### config.mk
export PLATFORM = sky130hd
export DESIGN_NAME = restoring_unsigned_divider_top
export DESIGN_NICKNAME = d
export VERILOG_FILES = /design/src/design/rud_pkg.sv /design/src/design/restoring_unsigned_divider_top.sv /design/src/design/rud_ctrl.sv /design/src/design/rud_dp.sv
export SDC_FILE = /design/constraint.sdc
export NUM_CORES = 1
export LEC_CHECK = 0
export ABC_AREA = 1
export BUFFER_PORTS_ARGS = -buffer_cell sky130_fd_sc_hd__buf_2
export CAP_MARGIN = 30
export CORE_MARGIN = 3
export CORE_UTILIZATION = 26
export CTS_BUF_LIST = sky130_fd_sc_hd__clkbuf_16
export DETAILED_ROUTE_END_ITERATION = 6
export SLEW_MARGIN = 20
export SYNTH_ARGS = -nofsm -noshare
export SYNTH_HDL_FRONTEND = slang
export SYNTH_SLANG_ARGS = --single-unit
### constraint.sdc
create_clock -name clk_i -period 2.34 [get_ports clk_i]
set_input_delay 0 -clock clk_i [delete_from_list [all_inputs] [get_ports clk_i]]
set_output_delay 0 -clock clk_i [all_outputs]
set_load 0.05 [all_outputs]
### src/design/rud_pkg.sv
// shared widths, payload types, controller states and command/status structs
package rud_pkg;

  localparam int DataWidth = 32;
  localparam int CntWidth  = $clog2(DataWidth);

  // one division request
  typedef struct packed {
    logic [DataWidth-1:0] dividend;
    logic [DataWidth-1:0] divisor;
  } rud_req_t;

  // one division result
  typedef struct packed {
    logic [DataWidth-1:0] quotient;
    logic [DataWidth-1:0] remainder;
    logic                 divide_by_zero;
  } rud_res_t;

  typedef enum logic {
    StIdle,
    StRun
  } rud_state_e;

  // controller to datapath
  typedef struct packed {
    logic load;
    logic step;
    logic finish;
    logic zero;
  } rud_cmd_t;

  // datapath to controller
  typedef struct packed {
    logic divisor_zero;
  } rud_status_t;

endpackage

### src/design/restoring_unsigned_divider_top.sv
// top level of the unsigned restoring divider
// A request is taken on a clock edge with start high and busy low. A non-zero
// divisor gives one quotient bit per cycle from the shift-subtract loop: the
// request edge loads the operands, busy is high during the step cycles, and
// the result is registered on the last step. A zero divisor skips the loop: the
// result, with divide_by_zero set and quotient and remainder zero, follows in the
// cycle after the request. Each result is shown for one cycle with valid_o high
// and must be taken then; busy is already low in that cycle, so the next
// request may be given at once.
module restoring_unsigned_divider_top
  import rud_pkg::*;
(
  input  logic     clk_i,
  input  logic     rst_ni,
  input  logic     start,
  output logic     busy,
  input  rud_req_t req_i,
  output logic     valid_o,
  output rud_res_t res_o
);

  rud_cmd_t    cmd;
  rud_status_t status;

  // sequencing
  rud_ctrl u_ctrl (
    .clk_i    (clk_i),
    .rst_ni   (rst_ni),
    .start    (start),
    .status_i (status),
    .busy     (busy),
    .cmd_o    (cmd)
  );

  // arithmetic and result register
  rud_dp u_dp (
    .clk_i    (clk_i),
    .rst_ni   (rst_ni),
    .req_i    (req_i),
    .cmd_i    (cmd),
    .status_o (status),
    .valid_o  (valid_o),
    .res_o    (res_o)
  );

endmodule

### src/design/rud_ctrl.sv
// controller: sequences load, shift-subtract steps and result write
module rud_ctrl
  import rud_pkg::*;
(
  input  logic        clk_i,
  input  logic        rst_ni,
  input  logic        start,
  input  rud_status_t status_i,
  output logic        busy,
  output rud_cmd_t    cmd_o
);

  rud_state_e          state_q, state_d;
  logic [CntWidth-1:0] cnt_q, cnt_d;

  // state and step counter
  always_ff @(posedge clk_i or negedge rst_ni) begin
    if (!rst_ni) begin
      state_q <= StIdle;
      cnt_q   <= '0;
    end else begin
      state_q <= state_d;
      cnt_q   <= cnt_d;
    end
  end

  // next state and commands
  always_comb begin
    state_d = state_q;
    cnt_d   = cnt_q;
    cmd_o   = '0;
    busy    = 1'b0;
    case (state_q)
      StIdle: begin
        if (start) begin
          if (status_i.divisor_zero) begin
            cmd_o.zero = 1'b1;
          end else begin
            cmd_o.load = 1'b1;
            cnt_d      = '0;
            state_d    = StRun;
          end
        end
      end
      StRun: begin
        busy       = 1'b1;
        cmd_o.step = 1'b1;
        cnt_d      = cnt_q + 1'b1;
        if (cnt_q == CntWidth'(DataWidth - 1)) begin
          cmd_o.finish = 1'b1;
          state_d      = StIdle;
        end
      end
      default: begin
        state_d = StIdle;
      end
    endcase
  end

endmodule

### src/design/rud_dp.sv
// datapath: remainder, quotient and divisor registers, subtractor, result register
module rud_dp
  import rud_pkg::*;
(
  input  logic        clk_i,
  input  logic        rst_ni,
  input  rud_req_t    req_i,
  input  rud_cmd_t    cmd_i,
  output rud_status_t status_o,
  output logic        valid_o,
  output rud_res_t    res_o
);

  logic [DataWidth-1:0] rem_q, rem_d;
  logic [DataWidth-1:0] quo_q, quo_d;
  logic [DataWidth-1:0] dvs_q;
  logic [DataWidth:0]   shifted;
  logic [DataWidth+1:0] diff;
  logic                 fits;
  rud_res_t             res_q, res_d;
  logic                 valid_q;

  assign status_o.divisor_zero = (req_i.divisor == '0);

  // one restoring step: shift in next dividend bit, trial subtract
  assign shifted = {rem_q, quo_q[DataWidth-1]};
  assign diff    = {1'b0, shifted} - {2'b00, dvs_q};
  assign fits    = !diff[DataWidth+1];

  always_comb begin
    rem_d = rem_q;
    quo_d = quo_q;
    if (cmd_i.load) begin
      rem_d = '0;
      quo_d = req_i.dividend;
    end else if (cmd_i.step) begin
      rem_d = fits ? diff[DataWidth-1:0] : shifted[DataWidth-1:0];
      quo_d = {quo_q[DataWidth-2:0], fits};
    end
  end

  // result to write on finish or zero divisor
  always_comb begin
    res_d = res_q;
    if (cmd_i.zero) begin
      res_d = '{quotient: '0, remainder: '0, divide_by_zero: 1'b1};
    end else if (cmd_i.finish) begin
      res_d = '{quotient: quo_d, remainder: rem_d, divide_by_zero: 1'b0};
    end
  end

  // working registers
  always_ff @(posedge clk_i or negedge rst_ni) begin
    if (!rst_ni) begin
      rem_q <= '0;
      quo_q <= '0;
      res_q <= '0;
      dvs_q <= '0;
    end else begin
      rem_q <= rem_d;
      quo_q <= quo_d;
      res_q <= res_d;
      if (cmd_i.load) begin
        dvs_q <= req_i.divisor;
      end
    end
  end

  // result strobe
  always_ff @(posedge clk_i or negedge rst_ni) begin
    if (!rst_ni) begin
      valid_q <= 1'b0;
    end else begin
      valid_q <= cmd_i.zero | cmd_i.finish;
    end
  end

  assign valid_o = valid_q;
  assign res_o   = res_q;

endmodule

==> results of run 1 <==
-- per-stage QoR --
stage,instances,util [%]
floorplan,1356,-
global placement,2034,31.5
detailed placement,2034,31.5
CTS,2132,34.9
global route,2136,36.2
finish,2136,36.2
-- final cells by class --
class / instances / area (sq um) / area share, %
well taps: 504 / 631 / 4.70
repair buffers: 290 / 2100 / 15.6
flip-flops and latches: 168 / 4210 / 31.4
multi-input cells: 974 / 5290 / 39.4
clock inverters: 15 / 130 / 0.969
clock buffers: 17 / 425 / 3.17
inverters: 168 / 639 / 4.76
-- placed cells by master, fill, tap and decap left out, types with 9 or more instances in the layout --
master                          count
sky130_fd_sc_hd__a21oi_1           28
sky130_fd_sc_hd__and2_1            20
sky130_fd_sc_hd__buf_2            132
sky130_fd_sc_hd__buf_4             84
sky130_fd_sc_hd__clkbuf_16         17
sky130_fd_sc_hd__dfrtp_1          164
sky130_fd_sc_hd__dlygate4sd3_1     66
sky130_fd_sc_hd__ha_1              13
sky130_fd_sc_hd__ha_4              20
sky130_fd_sc_hd__inv_1            148
sky130_fd_sc_hd__inv_2             16
sky130_fd_sc_hd__mux2i_1           16
sky130_fd_sc_hd__nand2_1          532
sky130_fd_sc_hd__nand2_2           29
sky130_fd_sc_hd__nand3_1           67
sky130_fd_sc_hd__nand3_2           28
sky130_fd_sc_hd__nand3b_1          15
sky130_fd_sc_hd__nand4_1           18
sky130_fd_sc_hd__nor2_1            52
sky130_fd_sc_hd__nor2_2             9
sky130_fd_sc_hd__o21ai_0           48
sky130_fd_sc_hd__o21ai_1           15
sky130_fd_sc_hd__xnor2_1           13
-- layer usage --
| metal | wire [um] | GRT usage, % | part of all wire, % | up-vias |
|---|---|---|---|---|
| li1 | - | - | - | 4762 |
| met1 | 14800 | 20.9 | 46 | 4373 |
| met5 | 0 | 0 | 0 | - |
| met2 | 15500 | 26.9 | 48 | 198 |
| met4 | 541 | 3.71 | 1.7 | 0 |
| met3 | 1380 | 3.03 | 4.3 | 35 |
-- critical path: cells and delay by family --
family	cells	cell delay [ns]
buffers and inverters	5	1.05
AND/OR/NAND/NOR	9	1.40
AO/OA/AOI/OAI	1	0.12
-- sequential cells by signal, indices dropped and copies added (netlist names) --
| name | cells |
|---|---|
| u_dp.valid_o | 1 |
| u_dp.res_o | 65 |
| u_dp.rem_q | 32 |
| u_ctrl.cnt_q | 5 |
| u_dp.dvs_q | 32 |
| u_ctrl.state_q | 1 |
| u_dp.quo_q | 32 |
-- final timing paths --
check / cells past startpoint / from / slack, ns / endpoint
worst min-delay path: 2 / rst_ni / 0.1 / u_dp.res_o[38]
worst min register to register: 2 / u_dp.res_o[62] / 0.48 / u_dp.res_o[62]
worst max-delay path: 15 / req_i[5] / 0.11 / u_dp.res_o[10]
min in group clk_i: 4 / req_i[28] / 0.33 / u_dp.dvs_q[28]
worst max register to register: 16 / u_dp.dvs_q[8] / 0.11 / u_dp.res_o[17]
max in group asynchronous: 3 / rst_ni / 1.46 / u_dp.quo_q[30]
-- synth_stat cells (4+ instances only) --
cell type                  number
sky130_fd_sc_hd__nand2_1      546
sky130_fd_sc_hd__nand4_1       18
sky130_fd_sc_hd__nand3_2       22
sky130_fd_sc_hd__a21oi_1       35
sky130_fd_sc_hd__o21ai_0       49
sky130_fd_sc_hd__nor2_2         5
sky130_fd_sc_hd__inv_2          8
sky130_fd_sc_hd__dfrtp_1      168
sky130_fd_sc_hd__buf_6          4
sky130_fd_sc_hd__nand2_2       16
sky130_fd_sc_hd__nor3_1         7
sky130_fd_sc_hd__ha_1          34
sky130_fd_sc_hd__o21ai_1       16
sky130_fd_sc_hd__xnor2_1       13
sky130_fd_sc_hd__and2_1        20
sky130_fd_sc_hd__inv_1        158
sky130_fd_sc_hd__mux2i_1       16
sky130_fd_sc_hd__nor2_1        58
sky130_fd_sc_hd__o21bai_1       4
sky130_fd_sc_hd__clkbuf_1      19
sky130_fd_sc_hd__nand2_4        5
sky130_fd_sc_hd__nand3b_1      15
sky130_fd_sc_hd__buf_2         18
sky130_fd_sc_hd__nand3_1       74
sky130_fd_sc_hd__or2_2          6
-- kinds of logic (layout without fill, tap and decap cells) --
family          count (synthesis)  after routing
simple gates                  801            801
mux                            16             16
flops                         168            168
buf+inv                       214            490
compound gates                108            108
fa+ha+maj                      35             35
xor+xnor                       14             14
-- timing repair --
item                                   in CTS  in global routing
hold buffers                               66                  0
gates resized for setup                     4                 90
setup endpoints to repair                  18                 60
endpoints found under the hold margin     154                  0
buffers inserted                            0                  4
pin swaps                                   0                  8
gates cloned                                0                  0
==> flow_results.xml, run 1 <==
<?xml version="1.0" encoding="UTF-8"?>
<metrics>
  <group name="status">
    <metric name="run_status" unit="">finished clean</metric>
  </group>
  <group name="synth">
    <metric name="synthesis.nets" unit="">1458</metric>
    <metric name="synth_fa_ha_area_share" unit="%">4.49</metric>
    <metric name="number_of_enable_type_register_cells_in_the_synthesized_netlist" unit="">0</metric>
    <metric name="postSynth.topFlopCell" unit="">sky130_fd_sc_hd__dfrtp_1</metric>
    <metric name="synth_top_family_by_area" unit="">simple AND/OR/NAND/NOR gates</metric>
    <metric name="synth_cell_types" unit="">38</metric>
    <metric name="synth-seq-cells" unit="">168</metric>
    <metric name="seq_total_area_yosys" unit="%">42.3</metric>
    <metric name="post_synth_and_or_nand_nor_area_fraction" unit="%">35.7</metric>
    <metric name="syn-instance-count" unit="">1356</metric>
    <metric name="library_cell_with_the_largest_summed_area_after_synthesis" unit="">sky130_fd_sc_hd__dfrtp_1</metric>
    <metric name="synth_async_sr_flop_share" unit="%">100</metric>
    <metric name="synthMuxAreaShare" unit="%">1.61</metric>
    <metric name="leading_cell_types_by_total_area_after_synthesis" unit="">sky130_fd_sc_hd__dfrtp_1, sky130_fd_sc_hd__nand2_1, sky130_fd_sc_hd__inv_1</metric>
    <metric name="synth_compound_gate_area_share" unit="%">5.68</metric>
    <metric name="syn_area_per_cell" unit="sq um">7.32</metric>
    <metric name="post-synth-top-area-fraction" unit="%">42.3</metric>
    <metric name="post_synth_xor_area_fraction" unit="%">1.24</metric>
    <metric name="yosys_warnings" unit="">0</metric>
    <metric name="syn-cell-area" unit="sq um">9930</metric>
  </group>
  <group name="clock_tree">
    <metric name="cts.reportedPaths.clkPinSlew" unit="ns">0.07</metric>
    <metric name="cts.sink_count" unit="">168</metric>
    <metric name="cts-root-buf" unit="">sky130_fd_sc_hd__clkbuf_16</metric>
    <metric name="cts_max_path_buffers" unit="">2</metric>
    <metric name="worstSkewPairLatency" unit="ns">0.44</metric>
    <metric name="cts_htree_levels" unit="">4</metric>
    <metric name="cts_buffers" unit="">17</metric>
    <metric name="clock_tree_from_tritoncts" unit="">done</metric>
  </group>
  <group name="grt">
    <metric name="global_route_wire_length_before_repair" unit="um">51600</metric>
    <metric name="largest_net_degree_at_the_start_of_global_routing" unit="">70</metric>
    <metric name="vias_in_the_first_global_route" unit="">9554</metric>
    <metric name="antenna_violations_before_repair" unit="">0</metric>
    <metric name="grt.total_usage" unit="%">15.8</metric>
    <metric name="grt-ovfl-total" unit="">0</metric>
  </group>
  <group name="placement">
    <metric name="dp_worst_setup_slack" unit="ns">-0.0729</metric>
    <metric name="io_buffers" unit="">133</metric>
    <metric name="place.gp.congestion" unit="">0.959</metric>
    <metric name="post-dp-hpwl" unit="um">24500</metric>
    <metric name="place_area" unit="sq um">11700</metric>
  </group>
  <group name="cells_and_area">
    <metric name="final_nets" unit="">1721</metric>
    <metric name="area_growth" unit="%">35.3</metric>
    <metric name="n_antenna_cell" unit="">0</metric>
    <metric name="share_of_final_layout_standard_cells_stronger_than_drive_strength_1" unit="%">24.8</metric>
    <metric name="finish.instance_area" unit="sq um">13400</metric>
    <metric name="nFillCells" unit="">3916</metric>
  </group>
  <group name="worst_setup_path">
    <metric name="worstSetupPathType" unit="">input port to flop</metric>
    <metric name="arrival" unit="ns">2.60</metric>
    <metric name="critPathMaxStageDelay" unit="ns">0.54</metric>
    <metric name="cpMaxStageDelayCell" unit="">sky130_fd_sc_hd__dlygate4sd3_1</metric>
    <metric name="timing.critical_path.required" unit="ns">2.71</metric>
    <metric name="worstSetupEndpointType" unit="">flop</metric>
    <metric name="cpMostUsedCell" unit="">sky130_fd_sc_hd__nand2_1</metric>
    <metric name="critical_path.cell_chain" unit="">dlygate4sd3_1, buf_2, nor2_1, nand4_1, nand3b_1, nor2_1, inv_2, nand2_4, nand2_2, inv_2, buf_4, nand2_1, o21ai_1, nand2_1, nand2_1</metric>
    <metric name="critPathMaxFanout" unit="">13</metric>
    <metric name="critical_path.startpoint_type" unit="">input port</metric>
  </group>
  <group name="routing">
    <metric name="detail_route.iter0.violations" unit="">415</metric>
    <metric name="ant_nets" unit="">0</metric>
    <metric name="post_detailed_route_drc_marker_count" unit="">0</metric>
    <metric name="via_count" unit="">9368</metric>
    <metric name="first_pass_iters" unit="">7</metric>
    <metric name="post_drt_wl_per_cell" unit="um">15.1</metric>
    <metric name="drt-total-wl" unit="um">32200</metric>
    <metric name="vias_per_cell" unit="">4.39</metric>
  </group>
  <group name="sta">
    <metric name="final-setup-viol-count" unit="">0</metric>
    <metric name="setup_repair_after_global_routing_missed_its_margin" unit="">yes</metric>
    <metric name="final_period_minus_worst_setup_slack" unit="ns">2.23</metric>
    <metric name="fin_ws" unit="ns">0.111</metric>
    <metric name="layout_worst_path_cycle_share" unit="%">95.3</metric>
    <metric name="report.final.slew_viol_count" unit="">0</metric>
    <metric name="worst-slew-pin-transition" unit="ns">0.641</metric>
    <metric name="final.setup_skew" unit="ns">0.0125</metric>
    <metric name="timing.slew.headroom" unit="%">57.3</metric>
    <metric name="final-hold-violation-count" unit="">0</metric>
    <metric name="fmax" unit="GHz">0.449</metric>
    <metric name="finalSetupTns" unit="ns">0</metric>
    <metric name="finalHoldWorstSlack" unit="ns">0.0983</metric>
  </group>
  <group name="die">
    <metric name="core_area" unit="sq um">37100</metric>
    <metric name="die_w" unit="um">201</metric>
    <metric name="floorplan.initialDensity" unit="%">26.7</metric>
    <metric name="die-area" unit="sq um">40600</metric>
    <metric name="boundaryPins" unit="">134</metric>
    <metric name="die_height" unit="um">201</metric>
    <metric name="fp-row-count" unit="">70</metric>
  </group>
  <group name="hold_path">
    <metric name="worst_hold_path_type" unit="">input port to asynchronous set/reset pin</metric>
  </group>
  <group name="job">
    <metric name="maxCapViolCount" unit="">0</metric>
  </group>
</metrics>
Power of run 1 is left out: the tool's default activity adds up to more than one toggle a clock period on the data nets, which glitch-free logic cannot reach.
==> inputs of run 2 (changes only) <==
- MAX_ROUTING_LAYER: default -> met4
==> run 2 against run 1 <==
Compared with the run above:
- final cell count up 0.42%
- design area up 2.3%
- global-route usage up 0.84 points
- core utilization up 0.82 points
==> flow_results.xml, run 2 (synthesized netlist as in run 1, its figures left out) <==
<?xml version="1.0" encoding="UTF-8"?>
<metrics>
  <group name="clock_tree">
    <metric name="cts_buffers" unit="">17</metric>
    <metric name="worstSkewPairLatency" unit="ns">0.44</metric>
    <metric name="cts.sink_count" unit="">168</metric>
    <metric name="cts_htree_levels" unit="">4</metric>
    <metric name="cts.reportedPaths.clkPinSlew" unit="ns">0.07</metric>
    <metric name="cts-root-buf" unit="">sky130_fd_sc_hd__clkbuf_16</metric>
    <metric name="cts_max_path_buffers" unit="">2</metric>
    <metric name="clock_tree_from_tritoncts" unit="">done</metric>
  </group>
  <group name="cells_and_area">
    <metric name="n_antenna_cell" unit="">0</metric>
    <metric name="nFillCells" unit="">3893</metric>
    <metric name="flip_flop_count_of_the_largest_register_after_layout" unit="">65</metric>
    <metric name="final_nets" unit="">1730</metric>
    <metric name="most-common-layout-cells" unit="">sky130_fd_sc_hd__nand2_1, sky130_fd_sc_hd__dfrtp_1, sky130_fd_sc_hd__inv_1</metric>
    <metric name="area_growth" unit="%">38.3</metric>
    <metric name="share_of_final_layout_standard_cells_stronger_than_drive_strength_1" unit="%">26.2</metric>
    <metric name="layout_commonest_cell" unit="">sky130_fd_sc_hd__nand2_1</metric>
  </group>
  <group name="grt">
    <metric name="grt-ovfl-total" unit="">0</metric>
    <metric name="gr-max-usage-layer" unit="">met2</metric>
    <metric name="vias_in_the_first_global_route" unit="">9654</metric>
    <metric name="global_route_wire_length_before_repair" unit="um">52400</metric>
    <metric name="grt_use_met2" unit="%">27.0</metric>
    <metric name="grt.total_usage" unit="%">16.7</metric>
    <metric name="largest_net_degree_at_the_start_of_global_routing" unit="">112</metric>
    <metric name="grt_use_met1" unit="%">21.0</metric>
    <metric name="gr-usage-met3" unit="%">3.27</metric>
    <metric name="antenna_violations_before_repair" unit="">0</metric>
  </group>
  <group name="die">
    <metric name="boundaryPins" unit="">134</metric>
    <metric name="die_w" unit="um">201</metric>
    <metric name="floorplan.initialDensity" unit="%">26.7</metric>
    <metric name="die-area" unit="sq um">40600</metric>
    <metric name="fp-row-count" unit="">70</metric>
    <metric name="die_height" unit="um">201</metric>
    <metric name="core_area" unit="sq um">37100</metric>
  </group>
  <group name="placement">
    <metric name="post-dp-hpwl" unit="um">24500</metric>
    <metric name="io_buffers" unit="">133</metric>
    <metric name="place.gp.congestion" unit="">0.994</metric>
  </group>
  <group name="routing">
    <metric name="first_pass_iters" unit="">5</metric>
    <metric name="post_drt_wl_per_cell" unit="um">15.5</metric>
    <metric name="detail_route.iter0.violations" unit="">462</metric>
    <metric name="vias_per_cell" unit="">4.41</metric>
    <metric name="post_detailed_route_drc_marker_count" unit="">0</metric>
    <metric name="via_count" unit="">9456</metric>
    <metric name="ant_nets" unit="">0</metric>
    <metric name="drt-total-wl" unit="um">33300</metric>
  </group>
  <group name="worst_setup_path">
    <metric name="crit-reg2reg-capture" unit="">u_dp.res_o[8]</metric>
    <metric name="arrival" unit="ns">2.62</metric>
    <metric name="rr_worst_depth" unit="">12</metric>
    <metric name="origin_of_the_critical_flop_to_flop_path" unit="">u_dp.rem_q[20]</metric>
    <metric name="worstSetupPathType" unit="">flop to flop</metric>
    <metric name="critPathMaxFanout" unit="">10</metric>
    <metric name="worstSetupEndpointType" unit="">flop</metric>
    <metric name="timing.critical_path.required" unit="ns">2.71</metric>
    <metric name="critical_path.startpoint_type" unit="">flop</metric>
    <metric name="r2r_slack" unit="ns">0.09</metric>
  </group>
  <group name="job">
    <metric name="maxCapViolCount" unit="">0</metric>
  </group>
  <group name="sta">
    <metric name="fmax" unit="GHz">0.444</metric>
    <metric name="final-setup-viol-count" unit="">0</metric>
    <metric name="final.setup_skew" unit="ns">0.0144</metric>
    <metric name="final-hold-violation-count" unit="">0</metric>
    <metric name="layout_worst_path_cycle_share" unit="%">96.2</metric>
    <metric name="setup_repair_after_global_routing_missed_its_margin" unit="">yes</metric>
    <metric name="final_period_minus_worst_setup_slack" unit="ns">2.25</metric>
    <metric name="worst-slew-pin-transition" unit="ns">0.521</metric>
    <metric name="finalSetupTns" unit="ns">0</metric>
    <metric name="report.final.slew_viol_count" unit="">0</metric>
    <metric name="timing.slew.headroom" unit="%">65.3</metric>
  </group>
  <group name="hold_path">
    <metric name="worst_hold_path_type" unit="">input port to asynchronous set/reset pin</metric>
  </group>
  <group name="status">
    <metric name="run_status" unit="">finished clean</metric>
  </group>
</metrics>
[run 2: changes by cell type in the layout (fill, tap and decap cells not counted), moves of 5 or more]
cell and delta:
sky130_fd_sc_hd__nand2_2 +6, sky130_fd_sc_hd__nand2_1 -7, sky130_fd_sc_hd__buf_4 +6, sky130_fd_sc_hd__inv_2 +8, sky130_fd_sc_hd__bufinv_16 +5, sky130_fd_sc_hd__nor2_1 -5
[run 2: critical path: stages, from the launching register on]
cell	delay, ns
sky130_fd_sc_hd__dfrtp_1	0.43
sky130_fd_sc_hd__ha_1	0.35
sky130_fd_sc_hd__nand2_1	0.10
sky130_fd_sc_hd__nor2_2	0.13
sky130_fd_sc_hd__inv_1	0.10
sky130_fd_sc_hd__nor3_4	0.22
sky130_fd_sc_hd__nand2_4	0.08
sky130_fd_sc_hd__nand2_4	0.15
sky130_fd_sc_hd__buf_12	0.17
sky130_fd_sc_hd__nor2_1	0.05
sky130_fd_sc_hd__o21ai_1	0.25
sky130_fd_sc_hd__nand2_1	0.09
sky130_fd_sc_hd__nand2_1	0.07
[run 2: stage by stage]
stage	worst slack (ns)	area [sq um]	hold slack (ns)	cells	util, %
after CTS	0.00359	13300	0.0915	2138	35.7
final	0.0891	13700	0.0688	2145	37.0
after floorplan	0.227	9930	-0.296	1356	-
after global routing	-0.0645	13700	0.125	2145	37.0
after global placement	-0.155	11700	-0.00342	2035	31.6
after detailed placement	-0.119	11700	-0.00217	2035	31.6
[run 2: timing repair]
action                                  4_1_cts  5_1_grt
pin swaps                                     3        8
hold buffers                                 66        0
cloned                                        1        1
endpoints found under the setup margin        5      101
setup buffers                                 4        6
resized for setup                            28       96
endpoints found under the hold margin       244        0
[run 2: how the worst max path moves through the flow]
stage | slack, ns | to | startpoint | cells past startpoint
finish | 0.09 | u_dp.res_o[8] | u_dp.rem_q[20] | 12
global route | -0.06 | u_dp.res_o[8] | u_dp.rem_q[8] | 14
CTS | 0.004 | u_dp.res_o[29] | u_dp.rem_q[18] | 14
detailed placement | -0.12 | u_dp.res_o[23] | u_dp.rem_q[20] | 12
global placement | -0.16 | u_dp.res_o[23] | u_dp.rem_q[20] | 12
floorplan | 0.23 | u_dp.res_o[13] | u_dp.quo_q[31] | 16
[run 2: final cells by class]
class | instances | area (sq um) | area share [%]
sequential | 168 | 4210 | 30.7
clock inverter | 15 | 208 | 1.51
timing repair buffer | 299 | 2220 | 16.2
inverter | 168 | 637 | 4.64
multi-input combinational | 974 | 5400 | 39.3
tap | 504 | 631 | 4.59
clock buffer | 17 | 425 | 3.10
[run 2: layer usage]
layer / up-vias / wire (um)
met1: 4441 / 15000
met4: 0 / 913
li1: 4784 / -
met5: - / 0
met3: 42 / 1430
met2: 189 / 15900
Power of run 2 is left out for the same reason.
